[config.mk]
export PLATFORM = sky130hd
export DESIGN_NAME = segint_cell
export DESIGN_NICKNAME = d
export VERILOG_FILES = /design/src/rtl/segint_pkg.sv /design/src/rtl/segint_cell.sv
export SDC_FILE = /design/constraint.sdc
export NUM_CORES = 1
export LEC_CHECK = 0
export ABC_AREA = 1
export ABC_CLOCK_PERIOD_IN_PS = 10500
export BUFFER_PORTS_ARGS = -buffer_cell sky130_fd_sc_hd__buf_2
export CORE_AREA = 2 2 232 234
export CTS_BUF_LIST = sky130_fd_sc_hd__clkbuf_4 sky130_fd_sc_hd__clkbuf_8
export DETAILED_ROUTE_END_ITERATION = 10
export DIE_AREA = 0 0 234 236
export SLEW_MARGIN = 20
export SYNTH_ARGS = -nofsm -noshare
export SYNTH_HDL_FRONTEND = slang
export SYNTH_SLANG_ARGS = --single-unit
[constraint.sdc]
create_clock -name clk -period 10.5 [get_ports clk]
set_clock_uncertainty 0.2 [all_clocks]
set_input_delay 2.1 -clock clk [delete_from_list [all_inputs] [get_ports clk]]
set_output_delay 2.1 -clock clk [all_outputs]
set_load 0.005 [all_outputs]
[src/rtl/segint_pkg.sv]
// Package for the segment crossing test: widths, item structs and the
// record handed along the divider cell row. No dependencies.
package segint_pkg;

  localparam int CW  = 16;          // coordinate width
  localparam int DFW = CW + 1;      // coordinate difference
  localparam int PW  = 2 * DFW;     // product of two differences
  localparam int SW  = PW + 1;      // den, num1, num2
  localparam int DW  = 2 * CW + 1;  // magnitude of den or num1
  localparam int NW  = DW + CW;     // |num1| * |delta|

  typedef logic signed [CW-1:0]  coord_t;
  typedef logic signed [DFW-1:0] dif_t;
  typedef logic signed [PW-1:0]  prod_t;
  typedef logic signed [SW-1:0]  sum_t;
  typedef logic        [DW-1:0]  mag_t;
  typedef logic        [NW-1:0]  num_t;
  typedef logic        [CW-1:0]  quo_t;
  typedef logic signed [CW+1:0]  pos_t;

  typedef struct packed {
    coord_t first_start_x;
    coord_t first_start_y;
    coord_t first_end_x;
    coord_t first_end_y;
    coord_t second_start_x;
    coord_t second_start_y;
    coord_t second_end_x;
    coord_t second_end_y;
  } in_item_t;

  typedef struct packed {
    logic   crossing_found;
    coord_t cross_x;
    coord_t cross_y;
  } out_item_t;

  typedef struct packed {
    coord_t x1;
    coord_t y1;
    coord_t x2;
    coord_t y2;
    coord_t x3;
    coord_t y3;
    coord_t x4;
    coord_t y4;
  } pts_t;

  // One item in flight through the divider row; x and y lanes share d.
  typedef struct packed {
    logic hit;
    logic negx;
    logic negy;
    mag_t d;
    mag_t rx;
    mag_t ry;
    quo_t nx;
    quo_t ny;
    quo_t qx;
    quo_t qy;
    pts_t pts;
  } dcell_t;

endpackage

[src/rtl/segint_cell.sv]
// One restoring-division cell: one quotient bit for the x and y lanes.
// Uses segint_pkg.
module segint_cell (
  input  logic               clk,
  input  logic               rst_n,
  input  logic               up_vld,
  output logic               up_rdy,
  input  segint_pkg::dcell_t up_d,
  output logic               dn_vld,
  input  logic               dn_rdy,
  output segint_pkg::dcell_t dn_d
);

  logic vld_r;
  segint_pkg::dcell_t d_r, d_nxt;
  logic [segint_pkg::DW:0] sx, sy, dd;
  logic gex, gey;

  assign up_rdy = !vld_r || dn_rdy;

  always_comb begin
    dd    = {1'b0, up_d.d};
    sx    = {up_d.rx, up_d.nx[segint_pkg::CW-1]};
    sy    = {up_d.ry, up_d.ny[segint_pkg::CW-1]};
    gex   = sx >= dd;
    gey   = sy >= dd;
    d_nxt = up_d;
    d_nxt.rx = gex ? segint_pkg::mag_t'(sx - dd) : sx[segint_pkg::DW-1:0];
    d_nxt.ry = gey ? segint_pkg::mag_t'(sy - dd) : sy[segint_pkg::DW-1:0];
    d_nxt.nx = {up_d.nx[segint_pkg::CW-2:0], 1'b0};
    d_nxt.ny = {up_d.ny[segint_pkg::CW-2:0], 1'b0};
    d_nxt.qx = {up_d.qx[segint_pkg::CW-2:0], gex};
    d_nxt.qy = {up_d.qy[segint_pkg::CW-2:0], gey};
  end

  always_ff @(posedge clk) begin
    if (!rst_n) begin
      vld_r <= 1'b0;
    end else if (up_rdy) begin
      vld_r <= up_vld;
    end
  end

  always_ff @(posedge clk) begin
    if (up_rdy) begin
      d_r <= d_nxt;
    end
  end

  assign dn_vld = vld_r;
  assign dn_d   = d_r;

endmodule

-- Word level (Yosys, flattened, before mapping)
Index checks and enable logic that the tools add are counted.
- register bits: 293
- input bits: 298
- output and inout bits: 296
- add/subtract/negate cells: 2
- order comparisons: 2
- muxes and demuxes: 2
- reduce and logical (&&, ||, !) cells: 2
- operators by type and width (operator ; number):
    $ge A34 B33 Y1 ; 2
    $mux W33 ; 2
    $sub A33 B33 Y33 ; 2
    $logic_not A1 Y1 ; 1
    $logic_or A1 B1 Y1 ; 1

-- Logic depth before layout (Yosys ltp)
- depth after elaboration: 2
- gate-level depth with buffers: 15

-- Worst setup path after synthesis
OpenSTA, ideal clock, no wires.
- path type: input-to-output
- from: input dn_rdy
- to: output up_rdy
- arrival time: 8312 ps
- setup slack: -112 ps
- stages on the path: 2
- buffers on the path: 0
- cell sequence: inv_1 -> nand2_1
- word-level cells in the longest chain between the ends: 1
- ends and longest elaborated chain (element ; line ; source):
    from (decl) ; segint_cell.sv:10 ; input logic dn_rdy,
    $logic_or A1 B1 Y1 ; segint_cell.sv:19 ; assign up_rdy = !vld_r || dn_rdy;
    to (decl) ; segint_cell.sv:7 ; output logic up_rdy,
No other way between the ends.

-- Final worst setup path
Same ends and word-level chain as after synthesis.

==> impl_metrics.json <==
{
  "clk_pin_slew_ns": 0.06,
  "drt_first_iter_violations": 736,
  "grt_usage_pct": 22.57,
  "die_y_um": 236,
  "dp_hpwl_um": 54380,
  "clockRootBuffer": "clkbuf_8",
  "worstSkewPairLatency_ns": 0.62,
  "cap_violations": 0,
  "final_common_cell": "buf_2",
  "num_rows": 85,
  "post-route-util_pct": 37.99,
  "yosys_warnings": 0,
  "timing.final.ws_setup_ns": 5.244,
  "dr.pass1.iters": 5,
  "numPortBuffers": 589,
  "grt.overflow.total": 0,
  "min_period_ns": 5.256,
  "finalCritPeriodShare_pct": 50.06,
  "die_w_um": 234,
  "wl_per_cell_um": 21.30,
  "drtAntennaViolNets": 0,
  "ys_seq_elements": 293,
  "powerDensity_nw_per_um2": 158.6,
  "grt_max_degree": 157,
  "antenna_found_initial": 45,
  "cp-end-kind": "output pin",
  "fin_nets": 2621,
  "synthCells": 1627,
  "yosysSeqAreaShare_pct": 57.38,
  "cts_num_sinks": 293,
  "p_leak_nw": 10.31,
  "fin_tns_setup_ns": 0,
  "outcome": "completed",
  "ir_drop_v": 0.00008480,
  "worst_pin_slew_ns": 1.057,
  "cts_buffers": 52,
  "hold_buffers": 0,
  "cp_max_fo": 63,
  "vias_per_cell": 4.468,
  "final_cell_mix": "buf_2 (589), nand2_1 (580), edfxtp_1 (292)",
  "syn_avg_cell_area_um2": 9.414,
  "h-tree-depth": 2,
  "num_io_pins": 594,
  "yosysUniqueCellTypes": 35,
  "hold_class": "register to register",
  "die_area_um2": 55220,
  "syn_area_um2": 15320,
  "post_cts_buffers": 0,
  "required_ns": 8.20,
  "cts_buffer_depth": 3,
  "drc_errors": 0,
  "clock.fmax_mhz": 190.3,
  "detailroute.via_count": 13440,
  "grt_pass1_wl_um": 88950,
  "grt_pass1_vias": 13510,
  "crit_type": "primary input to output pin",
  "cts_tree": "done",
  "post-place-ws_ns": 5.250,
  "area_growth_syn_to_layout_pct": 31.64,
  "final_max_slew_viol_count": 0,
  "hold_viol": 0,
  "drive_gt1_share_pct": 32.49,
  "coreArea_um2": 53070,
  "arrival_ns": 2.96,
  "n_fill_cell": 5523,
  "relSlewSlack_pct": 29.52,
  "place.gp.congestion": 0.9722,
  "finalSetupViolCount": 0,
  "rsz0062_at_grt": "no",
  "routed_wl_um": 64070,
  "initial_core_util_pct": 28.86,
  "cts_resized": 0,
  "startpoint_type": "primary input"
}
==> registers in the layout (all words and copies together) (netlist names) <==
| name | count |
|---|---|
| dn_d | 292 |
| dn_vld | 1 |
==> layer usage <==
metal  up-vias  global-route usage, %  share of wire, %
met1      6229                  25.07                38
met3       158                  4.461               6.1
met4         2                  9.666               4.3
met2       516                  41.35                52
met5         -                      0             0.022
li1       6536                      -                 -
==> critical path, cell delays in order <==
cell,delay [ns]
buf_2,0.10
inv_1,0.13
nand2_8,0.28
buf_2,0.27
==> final timing paths <==
check         start   endpoint  slack, ns  cells after the start
max          dn_rdy     up_rdy       5.24                      4
min          dn_vld  dn_d[220]       0.79                      1
max reg2reg  dn_vld  dn_d[155]       7.32                      3
min reg2reg  dn_vld  dn_d[220]       0.79                      1
==> cell families (layout without fill, tap and decap cells) <==
group | count (synthesis) | count (layout) | synth area share [%]
adders and majority gates | 68 | 68 | 5.653
and+or+nand+nor | 882 | 882 | 25.62
other | 1 | 18 | 0.02448
DFF | 293 | 293 | 57.38
buffers and inverters | 306 | 974 | 8.022
xor gates and xnor gates | 28 | 28 | 1.601
AOI/OAI and AO/OA | 49 | 49 | 1.699
==> per-stage QoR <==
stage               hold slack, ns  power, mW  area, um^2  cells
detailed placement          0.8240      2.115       19040   2897
global placement            0.7924      2.113       19040   2897
floorplan                    1.999      1.807       15320   1628
global route                0.8559      3.375       20150   3002
finish                      0.7940      3.198       20160   3008
CTS                         0.8291      3.249       20120   2992
==> cell type report <==
| cell class | instances | area [um^2] | area share, % |
|---|---|---|---|
| Timing Repair Buffer | 593 | 2990 | 14.83 |
| Tap cell | 696 | 870.8 | 4.319 |
| Inverter | 286 | 1074 | 5.325 |
| Clock inverter | 28 | 251.5 | 1.247 |
| Antenna cell | 16 | 40.04 | 0.1986 |
| Multi-Input combinational cell | 1029 | 5319 | 26.38 |
| Clock buffer | 67 | 828.3 | 4.108 |
| Sequential cell | 293 | 8788 | 43.59 |
==> synthesized netlist by cell type <==
cell type    n  area [um^2]
nand2_1    581         2181
edfxtp_1   292         8768
inv_1      278         1044
nand3_1    106        530.5
nor2_1      77        289.0
ha_1        66        825.8
a21oi_1     41        205.2
nand3_2     30        300.3
xor2_1      26        227.7
nand3b_1    21        157.7
nor3_1      17        85.08
buf_2       12        60.06
and2_1      11        68.82
nand2_2     10        62.56
inv_2        8        30.03
nor2_2       7        43.79
or2_2        5        31.28
a21o_1       4        30.03
buf_6        4        45.04
nand4_1      4        25.02
nor3_2       4        40.04
nor2_4       3        33.78
and3_1       2        12.51
buf_4        2        15.01
fa_1         2        40.04
nand2_4      2        22.52
nand2_8      2        40.04
o21ai_0      2        10.01
xnor2_1      2        17.52
a21boi_0     1        7.510
buf_12       1        20.02
buf_8        1        15.01
conb_1       1        3.750
dfxtp_1      1        20.02
o21bai_1     1        7.510
==> report_power, final <==
group / internal, mW / switching, mW / total (mW)
combinational: 0.234 / 0.384 / 0.618
sequential: 1.42 / 0.0434 / 1.47
clock: 0.619 / 0.494 / 1.11
Power figures use the tool's default switching activity.
