--- src/rtl/segint_pkg.sv ---
// Package for the segment crossing test: widths, item structs and the
// record handed along the divider cell row. No dependencies.
package segint_pkg;

  localparam int CW  = 16;          // coordinate width
  localparam int DFW = CW + 1;      // coordinate difference
  localparam int PW  = 2 * DFW;     // product of two differences
  localparam int SW  = PW + 1;      // den, num1, num2
  localparam int DW  = 2 * CW + 1;  // magnitude of den or num1
  localparam int NW  = DW + CW;     // |num1| * |delta|

  typedef logic signed [CW-1:0]  coord_t;
  typedef logic signed [DFW-1:0] dif_t;
  typedef logic signed [PW-1:0]  prod_t;
  typedef logic signed [SW-1:0]  sum_t;
  typedef logic        [DW-1:0]  mag_t;
  typedef logic        [NW-1:0]  num_t;
  typedef logic        [CW-1:0]  quo_t;
  typedef logic signed [CW+1:0]  pos_t;

  typedef struct packed {
    coord_t first_start_x;
    coord_t first_start_y;
    coord_t first_end_x;
    coord_t first_end_y;
    coord_t second_start_x;
    coord_t second_start_y;
    coord_t second_end_x;
    coord_t second_end_y;
  } in_item_t;

  typedef struct packed {
    logic   crossing_found;
    coord_t cross_x;
    coord_t cross_y;
  } out_item_t;

  typedef struct packed {
    coord_t x1;
    coord_t y1;
    coord_t x2;
    coord_t y2;
    coord_t x3;
    coord_t y3;
    coord_t x4;
    coord_t y4;
  } pts_t;

  // One item in flight through the divider row; x and y lanes share d.
  typedef struct packed {
    logic hit;
    logic negx;
    logic negy;
    mag_t d;
    mag_t rx;
    mag_t ry;
    quo_t nx;
    quo_t ny;
    quo_t qx;
    quo_t qy;
    pts_t pts;
  } dcell_t;

endpackage

--- src/rtl/segint_back.sv ---
// Output stage: applies quotient signs, offsets from the first start point,
// rejects endpoint hits and holds the result item. Uses segint_pkg.
module segint_back (
  input  logic                 clk,
  input  logic                 rst_n,
  input  logic                 up_vld,
  output logic                 up_rdy,
  input  segint_pkg::dcell_t   up_d,
  output logic                 out_vld,
  input  logic                 out_stall,
  output segint_pkg::out_item_t out_d
);

  logic vld_r;
  segint_pkg::out_item_t d_r, d_nxt;
  segint_pkg::pos_t sqx, sqy, pxw, pyw;
  segint_pkg::coord_t px, py;
  logic on_end;

  assign up_rdy = !vld_r || !out_stall;

  always_comb begin
    sqx = segint_pkg::pos_t'({2'b00, up_d.qx});
    sqy = segint_pkg::pos_t'({2'b00, up_d.qy});
    pxw = segint_pkg::pos_t'($signed(up_d.pts.x1)) + (up_d.negx ? -sqx : sqx);
    pyw = segint_pkg::pos_t'($signed(up_d.pts.y1)) + (up_d.negy ? -sqy : sqy);
    px  = pxw[segint_pkg::CW-1:0];
    py  = pyw[segint_pkg::CW-1:0];
    on_end = (px == up_d.pts.x1 && py == up_d.pts.y1)
          || (px == up_d.pts.x2 && py == up_d.pts.y2)
          || (px == up_d.pts.x3 && py == up_d.pts.y3)
          || (px == up_d.pts.x4 && py == up_d.pts.y4);
    d_nxt = '0;
    if (up_d.hit && !on_end) begin
      d_nxt.crossing_found = 1'b1;
      d_nxt.cross_x        = px;
      d_nxt.cross_y        = py;
    end
  end

  always_ff @(posedge clk) begin
    if (!rst_n) begin
      vld_r <= 1'b0;
    end else if (up_rdy) begin
      vld_r <= up_vld;
    end
  end

  always_ff @(posedge clk) begin
    if (up_rdy) begin
      d_r <= d_nxt;
    end
  end

  assign out_vld = vld_r;
  assign out_d   = d_r;

endmodule

--- config.mk ---
export PLATFORM = sky130hd
export DESIGN_NAME = segint_back
export DESIGN_NICKNAME = d
export VERILOG_FILES = /design/src/rtl/segint_pkg.sv /design/src/rtl/segint_back.sv
export SDC_FILE = /design/constraint.sdc
export NUM_CORES = 1
export LEC_CHECK = 0
export ABC_CLOCK_PERIOD_IN_PS = 6000
export BUFFER_PORTS_ARGS = -buffer_cell sky130_fd_sc_hd__buf_2
export CAP_MARGIN = 20
export CORE_ASPECT_RATIO = 1.1
export CORE_MARGIN = 8
export CORE_UTILIZATION = 30
export CTS_CLUSTER_DIAMETER = 120
export DETAILED_ROUTE_END_ITERATION = 7
export PLACE_DENSITY = 0.58
export SYNTH_ARGS = -nofsm -noshare
export SYNTH_HDL_FRONTEND = slang
export SYNTH_SLANG_ARGS = --single-unit
--- constraint.sdc ---
create_clock -name clk -period 6 [get_ports clk]
set_input_delay 0.3 -clock clk [delete_from_list [all_inputs] [get_ports clk]]
set_output_delay 0.3 -clock clk [all_outputs]
set_load 0.03 [all_outputs]
# Yosys cells after proc, flatten, opt, wreduce, memory -nomap -nowiden
# Cells that the tools add are included.
[classes]
n_addsub = 4
n_eq_ne = 8
muxes = 3
n_reduce_logical = 12
[ops]
columns = ["operator", "n"]
rows = [
  ["16-bit == test", 8],
  ["33-bit two-way mux", 1],
  ["16-bit adder", 2],
  ["16-bit two-way mux", 2],
  ["16-bit negator", 2],
  ["1-bit logical AND", 5],
  ["1-bit logical OR", 4],
  ["1-bit zero test", 3],
]
[totals]
regBits = 34
in_bits = 298
output_inout_bits = 35
elab_cells = 31

# Longest topological paths before layout
# Gate-level depths: netlist of run 1.
[logic_depth]
ltp_word = 11
depth_mapped = 19

# Worst setup path after synthesis of run 1
# Ideal clock, no wire load.
[synth_path]
path_kind = "input-to-reg"
start = "input port up_d[144] (netlist name)"
end = "register d_r, in the netlist out_d[7] (data pin)"
setup_time_ps = 288
t_arrival_ps = 4676
path_slack_ps = 1037
cell_stages = 17
path_cell_list = "or3_1 -> or3_1 -> o31ai_1 -> xnor2_1 -> ha_1 -> clkbuf_1 -> a21oi_1 -> o21ai_0 -> or2_2 -> o221ai_2 -> nor2_1 -> or4_1 -> or4_1 -> or4_4 -> nand4_4 -> buf_6 -> nor3_1"
[synth_via]
elab_chain_cells = 10
[synth_lines]
columns = ["item", "line_no", "text"]
rows = [
  ["from (decl)", "segint_back.sv:8", "input segint_pkg::dcell_t up_d,"],
  ["16-bit negator", "segint_back.sv:25", "pxw = segint_pkg::pos_t'($signed(up_d.pts.x1)) + (up_d.negx ? -sqx : sqx);"],
  ["16-bit two-way mux *", "segint_back.sv:25", ""],
  ["16-bit adder *", "segint_back.sv:25", ""],
  ["16-bit == test (on tied branches)", "segint_back.sv:29, segint_back.sv:30", ""],
  ["1-bit logical AND (on tied branches)", "segint_back.sv:29, segint_back.sv:30", ""],
  ["1-bit logical OR", "segint_back.sv:30", "|| (px == up_d.pts.x2 && py == up_d.pts.y2)"],
  ["1-bit logical OR", "segint_back.sv:31", "|| (px == up_d.pts.x3 && py == up_d.pts.y3)"],
  ["1-bit logical OR *", "segint_back.sv:32", "|| (px == up_d.pts.x4 && py == up_d.pts.y4);"],
  ["1-bit zero test *", "segint_back.sv:34", "if (up_d.hit && !on_end) begin"],
  ["1-bit logical AND *", "segint_back.sv:34", ""],
  ["to (signal assigned)", "segint_back.sv:51", "d_r <= d_nxt;"],
  ["to (decl)", "segint_back.sv:15", "segint_pkg::out_item_t d_r, d_nxt;"],
]
# Every way passes the cells marked *; elsewhere a longest branch is shown, timed or not.
# A chain may end at the register's enable or synchronous reset.

# Worst setup path in the final report of run 1
[layout_path]
start = "input port up_d[130] (netlist name)"
end = "register d_r, in the netlist out_d[26] (data pin)"
[layout_via]
elab_chain_cells = 10
[layout_lines]
columns = ["item", "line_no", "text"]
rows = [
  ["16-bit negator", "segint_back.sv:26", "pyw = segint_pkg::pos_t'($signed(up_d.pts.y1)) + (up_d.negy ? -sqy : sqy);"],
  ["16-bit two-way mux *", "segint_back.sv:26", ""],
  ["16-bit adder *", "segint_back.sv:26", ""],
  ["16-bit == test (on tied branches)", "segint_back.sv:29, segint_back.sv:30", ""],
  ["1-bit logical AND (on tied branches)", "segint_back.sv:29, segint_back.sv:30", ""],
  ["1-bit logical OR", "segint_back.sv:30", ""],
  ["1-bit logical OR", "segint_back.sv:31", ""],
  ["1-bit logical OR *", "segint_back.sv:32", ""],
  ["1-bit zero test *", "segint_back.sv:34", ""],
  ["1-bit logical AND *", "segint_back.sv:34", ""],
]
# Marks and branches as above.

==> impl_results.md, run 1 <==
- Dominant cell type by area after synthesis: edfxtp_1
- Final worst path period need: 5330 ps
- Number of global-route vias before repair: 7371
- Die H: 175 um
- Drt pass-1 iters: 5
- First DRT Iteration DRCs: 517
- Root Driver: clkbuf_16
- Crit start category: input pin
- Area growth from synthesis to layout: 21.7%
- Post-CTS Setup Bufs: 0
- Leakage: 3.63 nW
- Gp weighted congestion: 0.949
- Antenna viol nets, final: 0
- Dpl cells: 1340
- Htree depth: 2
- Core area: about 23000 um2
- CP endpoint kind: register
- Clk_lat worst skew: around 280 ps
- Clock sink count: 34
- Max VDD drop: 0.123 mV
- Fin Hold WS: approximately 240 ps
- Non-Filler Instances: 1349
- Max_cap viols: 0
- Remaining routing DRC violations: 0
- Proportion of layout cells with a drive suffix above 1: 0.250
- Hold_buf cts: 0
- Initial antenna violation count: 3
- Tcrit/Tclk final: 0.889
- Slew HR: 0.267
- Post-Route Setup TNS: 0 ps
- Area fraction of the dominant cell type after synthesis: 0.143
- Total global-route track usage: 0.194
- Seq cells post-synth: 34
- Synthesized area: approximately 7000 um2
- Row count: 58
- Die Span X: approximately 160 um
- Num CTS Buffers: 5
- Pin count of the biggest net entering global routing: 35
- Routed wire per std cell: approximately 21 um
- Synth area leaders: edfxtp_1 14%, xnor2_1 14%, ha_1 6.7%, xor2_1 6.2%, xnor3_1 5.8%
- CP Class: in2reg
- First-pass GRT wire length: 42700 um
- Crit path DAT: between 5000 and 6000 ps
- Hold WC Path Type: in2reg
- RSZ-0062 raised after global routing: no
- HPWL Detailed: about 25000 um
- Post-synth top flop: edfxtp_1
- Worst Path Required: 6000 ps
- Syn Area/Cell: 8.11 um2
- Layout Skew: between 7 and 8 ps
- Final Setup Violations: 0
- Starting density of the core: 0.304
- Crit Path Max Fanout: 32
- Final Hold Fails: 0
- Sequential share of the synthesized area: 0.146
- Status: finished, final reports clean
- CTS tree: built
- Ports: 333
- Critical path launch point: up_d[130]
- CTS max path bufs: 2
- Post-CTS sizing: 0
- I/O Buffers: 201
- Worst-margin pin slew: roughly 1100 ps
- DIE AREA: 28300 um2
- Final #Nets: 1384
- Pwr Density: 247 nW/um2
- Layout fillers: between 2000 and 2500
- Min-delay src: rst_n
- FFs w/ async S/R, synth: 0
- Yosys warning count: 0
- Routed vias: 7171
- Post-synthesis cell count: roughly 860
- Library cells used by synthesis: 93
- Max Freq: 0.188 GHz
- Post-synth EDFFs: 33
- Vias per inst: 5.32
- RR Startpoint: out_vld$_SDFFE_PN0P_
- Total grt overflow: 0
- Clock transition at path regs: approximately 60 ps
- Slew Viols, Final: 0
- Final WL: 28500 um
- Synthesized Nets: 1192
final cells by class:
class,instances,area (um2),share of cell area
clock inverters,3,21.3,0.00252
inverters,25,93.8,0.0111
multi-input cells,759,5650,0.669
flip-flops and latches,34,1010,0.120
repair buffers,222,1160,0.138
diodes,1,2.50,0.000296
well taps,300,375,0.0445
clock buffers,5,125,0.0148
path summary, 6_finish.rpt:
kind / endpoint / slack, ps / cells past startpoint
max: out_d[26]$_SDFFCE_PN0P_ / 670 / 16
min: out_vld$_SDFFE_PN0P_ / 240 / 2
max reg2reg: out_d[12]$_SDFFCE_PN0P_ / 4890 / 2
min reg2reg: out_vld$_SDFFE_PN0P_ / 530 / 2
cell usage after synthesis, drive strengths merged (3+ instances only):
| library cell | instances |
|---|---|
| nand2b | 11 |
| xor3 | 3 |
| nor4bb | 3 |
| o41ai | 4 |
| a2111oi | 4 |
| nor3 | 38 |
| o21ai | 39 |
| nand4b | 7 |
| o2111a | 3 |
| nand3 | 29 |
| a21o | 7 |
| and2 | 10 |
| and4 | 5 |
| nor2b | 13 |
| o31ai | 8 |
| edfxtp | 33 |
| xor2 | 49 |
| clkbuf | 28 |
| o21bai | 5 |
| or4 | 9 |
| a31oi | 7 |
| a22oi | 3 |
| or3 | 8 |
| buf | 9 |
| inv | 25 |
| nand2 | 75 |
| o211a | 3 |
| o221ai | 5 |
| nor3b | 9 |
| or2 | 7 |
| a21oi | 40 |
| nor2 | 67 |
| o2111ai | 6 |
| ha | 37 |
| o211ai | 5 |
| a211oi | 13 |
| xnor2 | 107 |
| nand4 | 22 |
| and3 | 10 |
| a211o | 4 |
| nor4 | 23 |
| xnor3 | 18 |
cell usage in the layout (no fill, tap or decap), types with 7 or more instances in the layout:
master	n
edfxtp_1	33
nand3_1	29
nand2_1	75
and2_1	9
a21oi_1	37
nor3_1	36
or2_2	7
a21o_1	7
inv_1	25
buf_4	21
nor2_1	67
nor3b_1	8
xnor2_1	107
o31ai_1	8
nand2b_1	11
nor4_1	23
or4_1	7
xnor3_1	18
xor2_1	49
nor2b_1	13
a31oi_1	7
a211oi_1	11
nand4_1	21
or3_1	8
o21ai_0	38
nand4b_1	7
and3_1	9
buf_2	201
ha_1	37
per-stage QoR:
step / setup WS [ps] / utilization / area, um2 / power, mW
floorplan: 1040 / - / 6940 / 1.34
global placement: 486 / 0.364 / 8290 / 1.82
detailed placement: 444 / 0.364 / 8290 / 1.82
CTS: 706 / 0.370 / 8440 / 2.08
global route: 290 / 0.370 / 8440 / 2.22
finish: 667 / 0.370 / 8440 / 2.08
sequential cells by signal, summed over array words and instances, names as in the netlist:
name     cells
out_vld      1
out_d       33
critical path: stages:
cell      delay [ps]
buf_2            120
nor2_1           230
nand3_1          220
o31ai_1          290
xnor2_1          130
ha_1             450
nand2_1          110
o21bai_1         320
mux2i_1          200
nor3_1           740
xnor2_1          290
or4bb_1          430
or4_1            520
or4_4            510
nand4_4          360
nor3_1           100
power by group:
| group | internal (mW) | total, mW | switching (mW) | leakage [nW] |
|---|---|---|---|---|
| registers | 0.314 | 0.323 | 0.00960 | 0.375 |
| clock network | 0.153 | 0.248 | 0.0947 | 0.0698 |
| logic | 0.593 | 1.51 | 0.920 | 3.19 |
| total | 1.06 | 2.08 | 1.02 | 3.63 |
routing by layer:
layer / vias to the layer above / track usage / routed length [um]
met5: - / 0 / 26
li1: 3566 / - / -
met3: 40 / 0.0384 / 1960
met2: 285 / 0.318 / 13000
met1: 3274 / 0.249 / 12700
met4: 6 / 0.0676 / 864
cell families after synthesis:
logic type,count (synthesis),share of synthesized area
xor+xnor,177,0.266
simple gates,360,0.284
fa+ha+maj,39,0.0725
mux,3,0.00451
buf+inv,62,0.0400
compound gates,180,0.187
flops,34,0.146
(Power assumes the default switching activity.)
==> run 2: changes to the inputs <==
--- a/config.mk
+++ b/config.mk
@@ -10,10 +10,11 @@
 export CAP_MARGIN = 20
 export CORE_ASPECT_RATIO = 1.1
 export CORE_MARGIN = 8
-export CORE_UTILIZATION = 30
+export CORE_UTILIZATION = 49
 export CTS_CLUSTER_DIAMETER = 120
 export DETAILED_ROUTE_END_ITERATION = 7
-export PLACE_DENSITY = 0.58
+export PLACE_DENSITY = 0.86
 export SYNTH_ARGS = -nofsm -noshare
 export SYNTH_HDL_FRONTEND = slang
 export SYNTH_SLANG_ARGS = --single-unit
+export TNS_END_PERCENT = 100
==> impl_results.md, run 2 (synthesized netlist as in run 1, its figures left out) <==
- Status: finished, final reports clean
- Root Driver: clkbuf_16
- Clk_lat worst skew: 280 ps (about the same)
- Total grt overflow: 0 (unchanged)
- Starting density of the core: 0.501 (+0.196)
- Final worst path period need: 5210 ps (-128 ps)
- Tcrit/Tclk final: 0.868 (-0.0213)
- DIE AREA: 18200 um2 (-35%)
- Post-CTS Setup Bufs: 0 (unchanged)
- First-pass GRT wire length: 39100 um (-8.4%)
- Clock sink count: 34 (unchanged)
- Leakage: 3.63 nW (-0.25%)
- Worst R2R End: out_d[0]$_SDFFCE_PN0P_
- Number of global-route vias before repair: 7170 (-2.7%)
- Antenna viol nets, final: 0 (unchanged)
- Met1 WL: 10700 um (-16%)
- Worst setup path endpoint: out_d[6]$_SDFFCE_PN0P_
- Worst-margin pin slew: 1110 ps (+7.05 ps)
- RR Startpoint: out_vld$_SDFFE_PN0P_
- Max Freq: 0.192 GHz (+2.5%)
- Proportion of layout cells with a drive suffix above 1: 0.246 (-0.00358)
- Dpl cells: 1227 (-8.4%)
- Max reg flops: 33 (unchanged)
- Final WL: 26100 um (-8.5%)
- Core area: 13900 um2 (-39%)
- Die Span X: 129 um (-20%)
- Vias per inst: 6.04 (+14%)
- Final Hold Fails: 0 (unchanged)
- Layout Skew: 4.90 ps (-2.13 ps)
- CTS max path bufs: 2 (unchanged)
- CTS tree: built
- Cell depth of the worst flop-to-flop path: 2 (unchanged)
- Pwr Density: 250 nW/um2 (+1.1%)
- Pin count of the biggest net entering global routing: 34 (-2.9%)
- Hold_buf cts: 0 (unchanged)
- Crit path DAT: 5210 ps (-130 ps)
- Gp weighted congestion: 0.984 (+3.6%)
- Post-Route Setup TNS: 0 ps (unchanged)
- Max VDD drop: 0.115 mV (-6.9%)
- R2R Setup Slk: 4890 ps (about the same)
- I/O Buffers: 201 (unchanged)
- CP endpoint kind: register
- Non-Filler Instances: 1235 (-8.5%)
- WL met2: 12000 um (-7.5%)
- Final #Nets: 1383 (-0.072%)
- Routed vias: 7462 (+4.1%)
- Final Setup Violations: 0 (unchanged)
- Crit Path Max Fanout: 32 (unchanged)
- Remaining routing DRC violations: 0 (unchanged)
- Num CTS Buffers: 5 (unchanged)
- Area growth from synthesis to layout: 19.4%
- Top Layer Used: met4
- First DRT Iteration DRCs: 695 (+34%)
- RSZ-0062 raised after global routing: no
- Critical path launch point: up_d[128]
- Clock transition at path regs: 50 ps (about the same)
- Ant diodes: 0 (-1)
- Die H: 141 um (-20%)
- Routed wl met3: 2620 um (+33%)
- Post-CTS sizing: 0 (unchanged)
- Hold WC Path Type: in2reg
- Crit start category: input pin
- HPWL Detailed: 22300 um (-9.7%)
- Commonest non-fill, non-tap cells in the layout: 201 x buf_2, 107 x xnor2_1, 75 x nand2_1, 67 x nor2_1, 49 x xor2_1
- Commonest non-fill, non-tap cell in the layout: buf_2
- Routed wire per std cell: 21.1 um (about the same)
- Worst Path Required: 6000 ps (about the same)
- Slew HR: 0.262 (-0.00470)
- Total global-route track usage: 0.276 (+0.0823)
- Drt pass-1 iters: 5 (unchanged)
- Htree depth: 2 (unchanged)
- Ports: 333 (unchanged)
- Max_cap viols: 0 (unchanged)
- Row count: 45 (-22%)
- Initial antenna violation count: 0 (-3)
- CP Class: in2reg
- Slew Viols, Final: 0 (unchanged)
-- run 2: changes by cell type in the layout (fill, tap and decap cells not counted), sizes merged --
cell,before,now
clkinvlp,1,0
clkinv,2,0
clkbuf,5,8
diode,1,0
buf,222,221
-- run 2: worst min path at each step --
stage,depth (start not counted),end,from,slack [ps]
6_report,2,out_vld$_SDFFE_PN0P_,rst_n,240
5_1_grt,2,out_vld$_SDFFE_PN0P_,rst_n,250
4_1_cts,2,out_vld$_SDFFE_PN0P_,rst_n,240
3_5_place_dp,2,out_vld$_SDFFE_PN0P_,rst_n,520
3_3_place_gp,2,out_vld$_SDFFE_PN0P_,out_vld$_SDFFE_PN0P_,500
2_1_floorplan,1,out_vld$_SDFFE_PN0P_,rst_n,430
-- run 2: layout make-up --
cell class                 count  area [um2]
timing repair buffer         221        1160
sequential                    34        1010
fill                        1294        5570
inverter                      25        93.8
tap                          188         235
multi-input combinational    759        5650
clock buffer                   8         136
-- run 2: routing by layer --
metal / up-vias / GRT usage
met2: 413 / 0.457
met1: 3435 / 0.365
met5: - / 0
met4: 0 / 0.0887
li1: 3561 / -
met3: 53 / 0.0317
-- run 2: critical path, cell delays in order --
cell      delay [ps]
buf_2            130
inv_1             70
ha_1             180
nand3_1           90
or2_2            330
o41ai_1          320
xnor2_1          110
ha_1             410
a21oi_1          220
o21ai_0          220
a211oi_2         410
xor2_1           280
nor2_1           100
or4bb_1          510
or4_1            510
or4_4            520
nand4_4          350
nor4_1           120
-- run 2: stage by stage --
stage	hold slack, ps	setup WS, ps	util	instance area, um2	power (mW)
floorplan	428	1040	-	6940	1.34
finish	240	794	0.598	8280	2.07
global route	248	489	0.598	8280	2.18
CTS	235	814	0.598	8280	2.04
global placement	505	567	0.588	8150	1.78
detailed placement	516	565	0.588	8150	1.80
-- run 2: where the power goes --
part / total [mW] / internal [mW] / switching, mW
clock network: 0.237 / 0.154 / 0.0836
registers: 0.323 / 0.314 / 0.00917
logic: 1.51 / 0.596 / 0.911
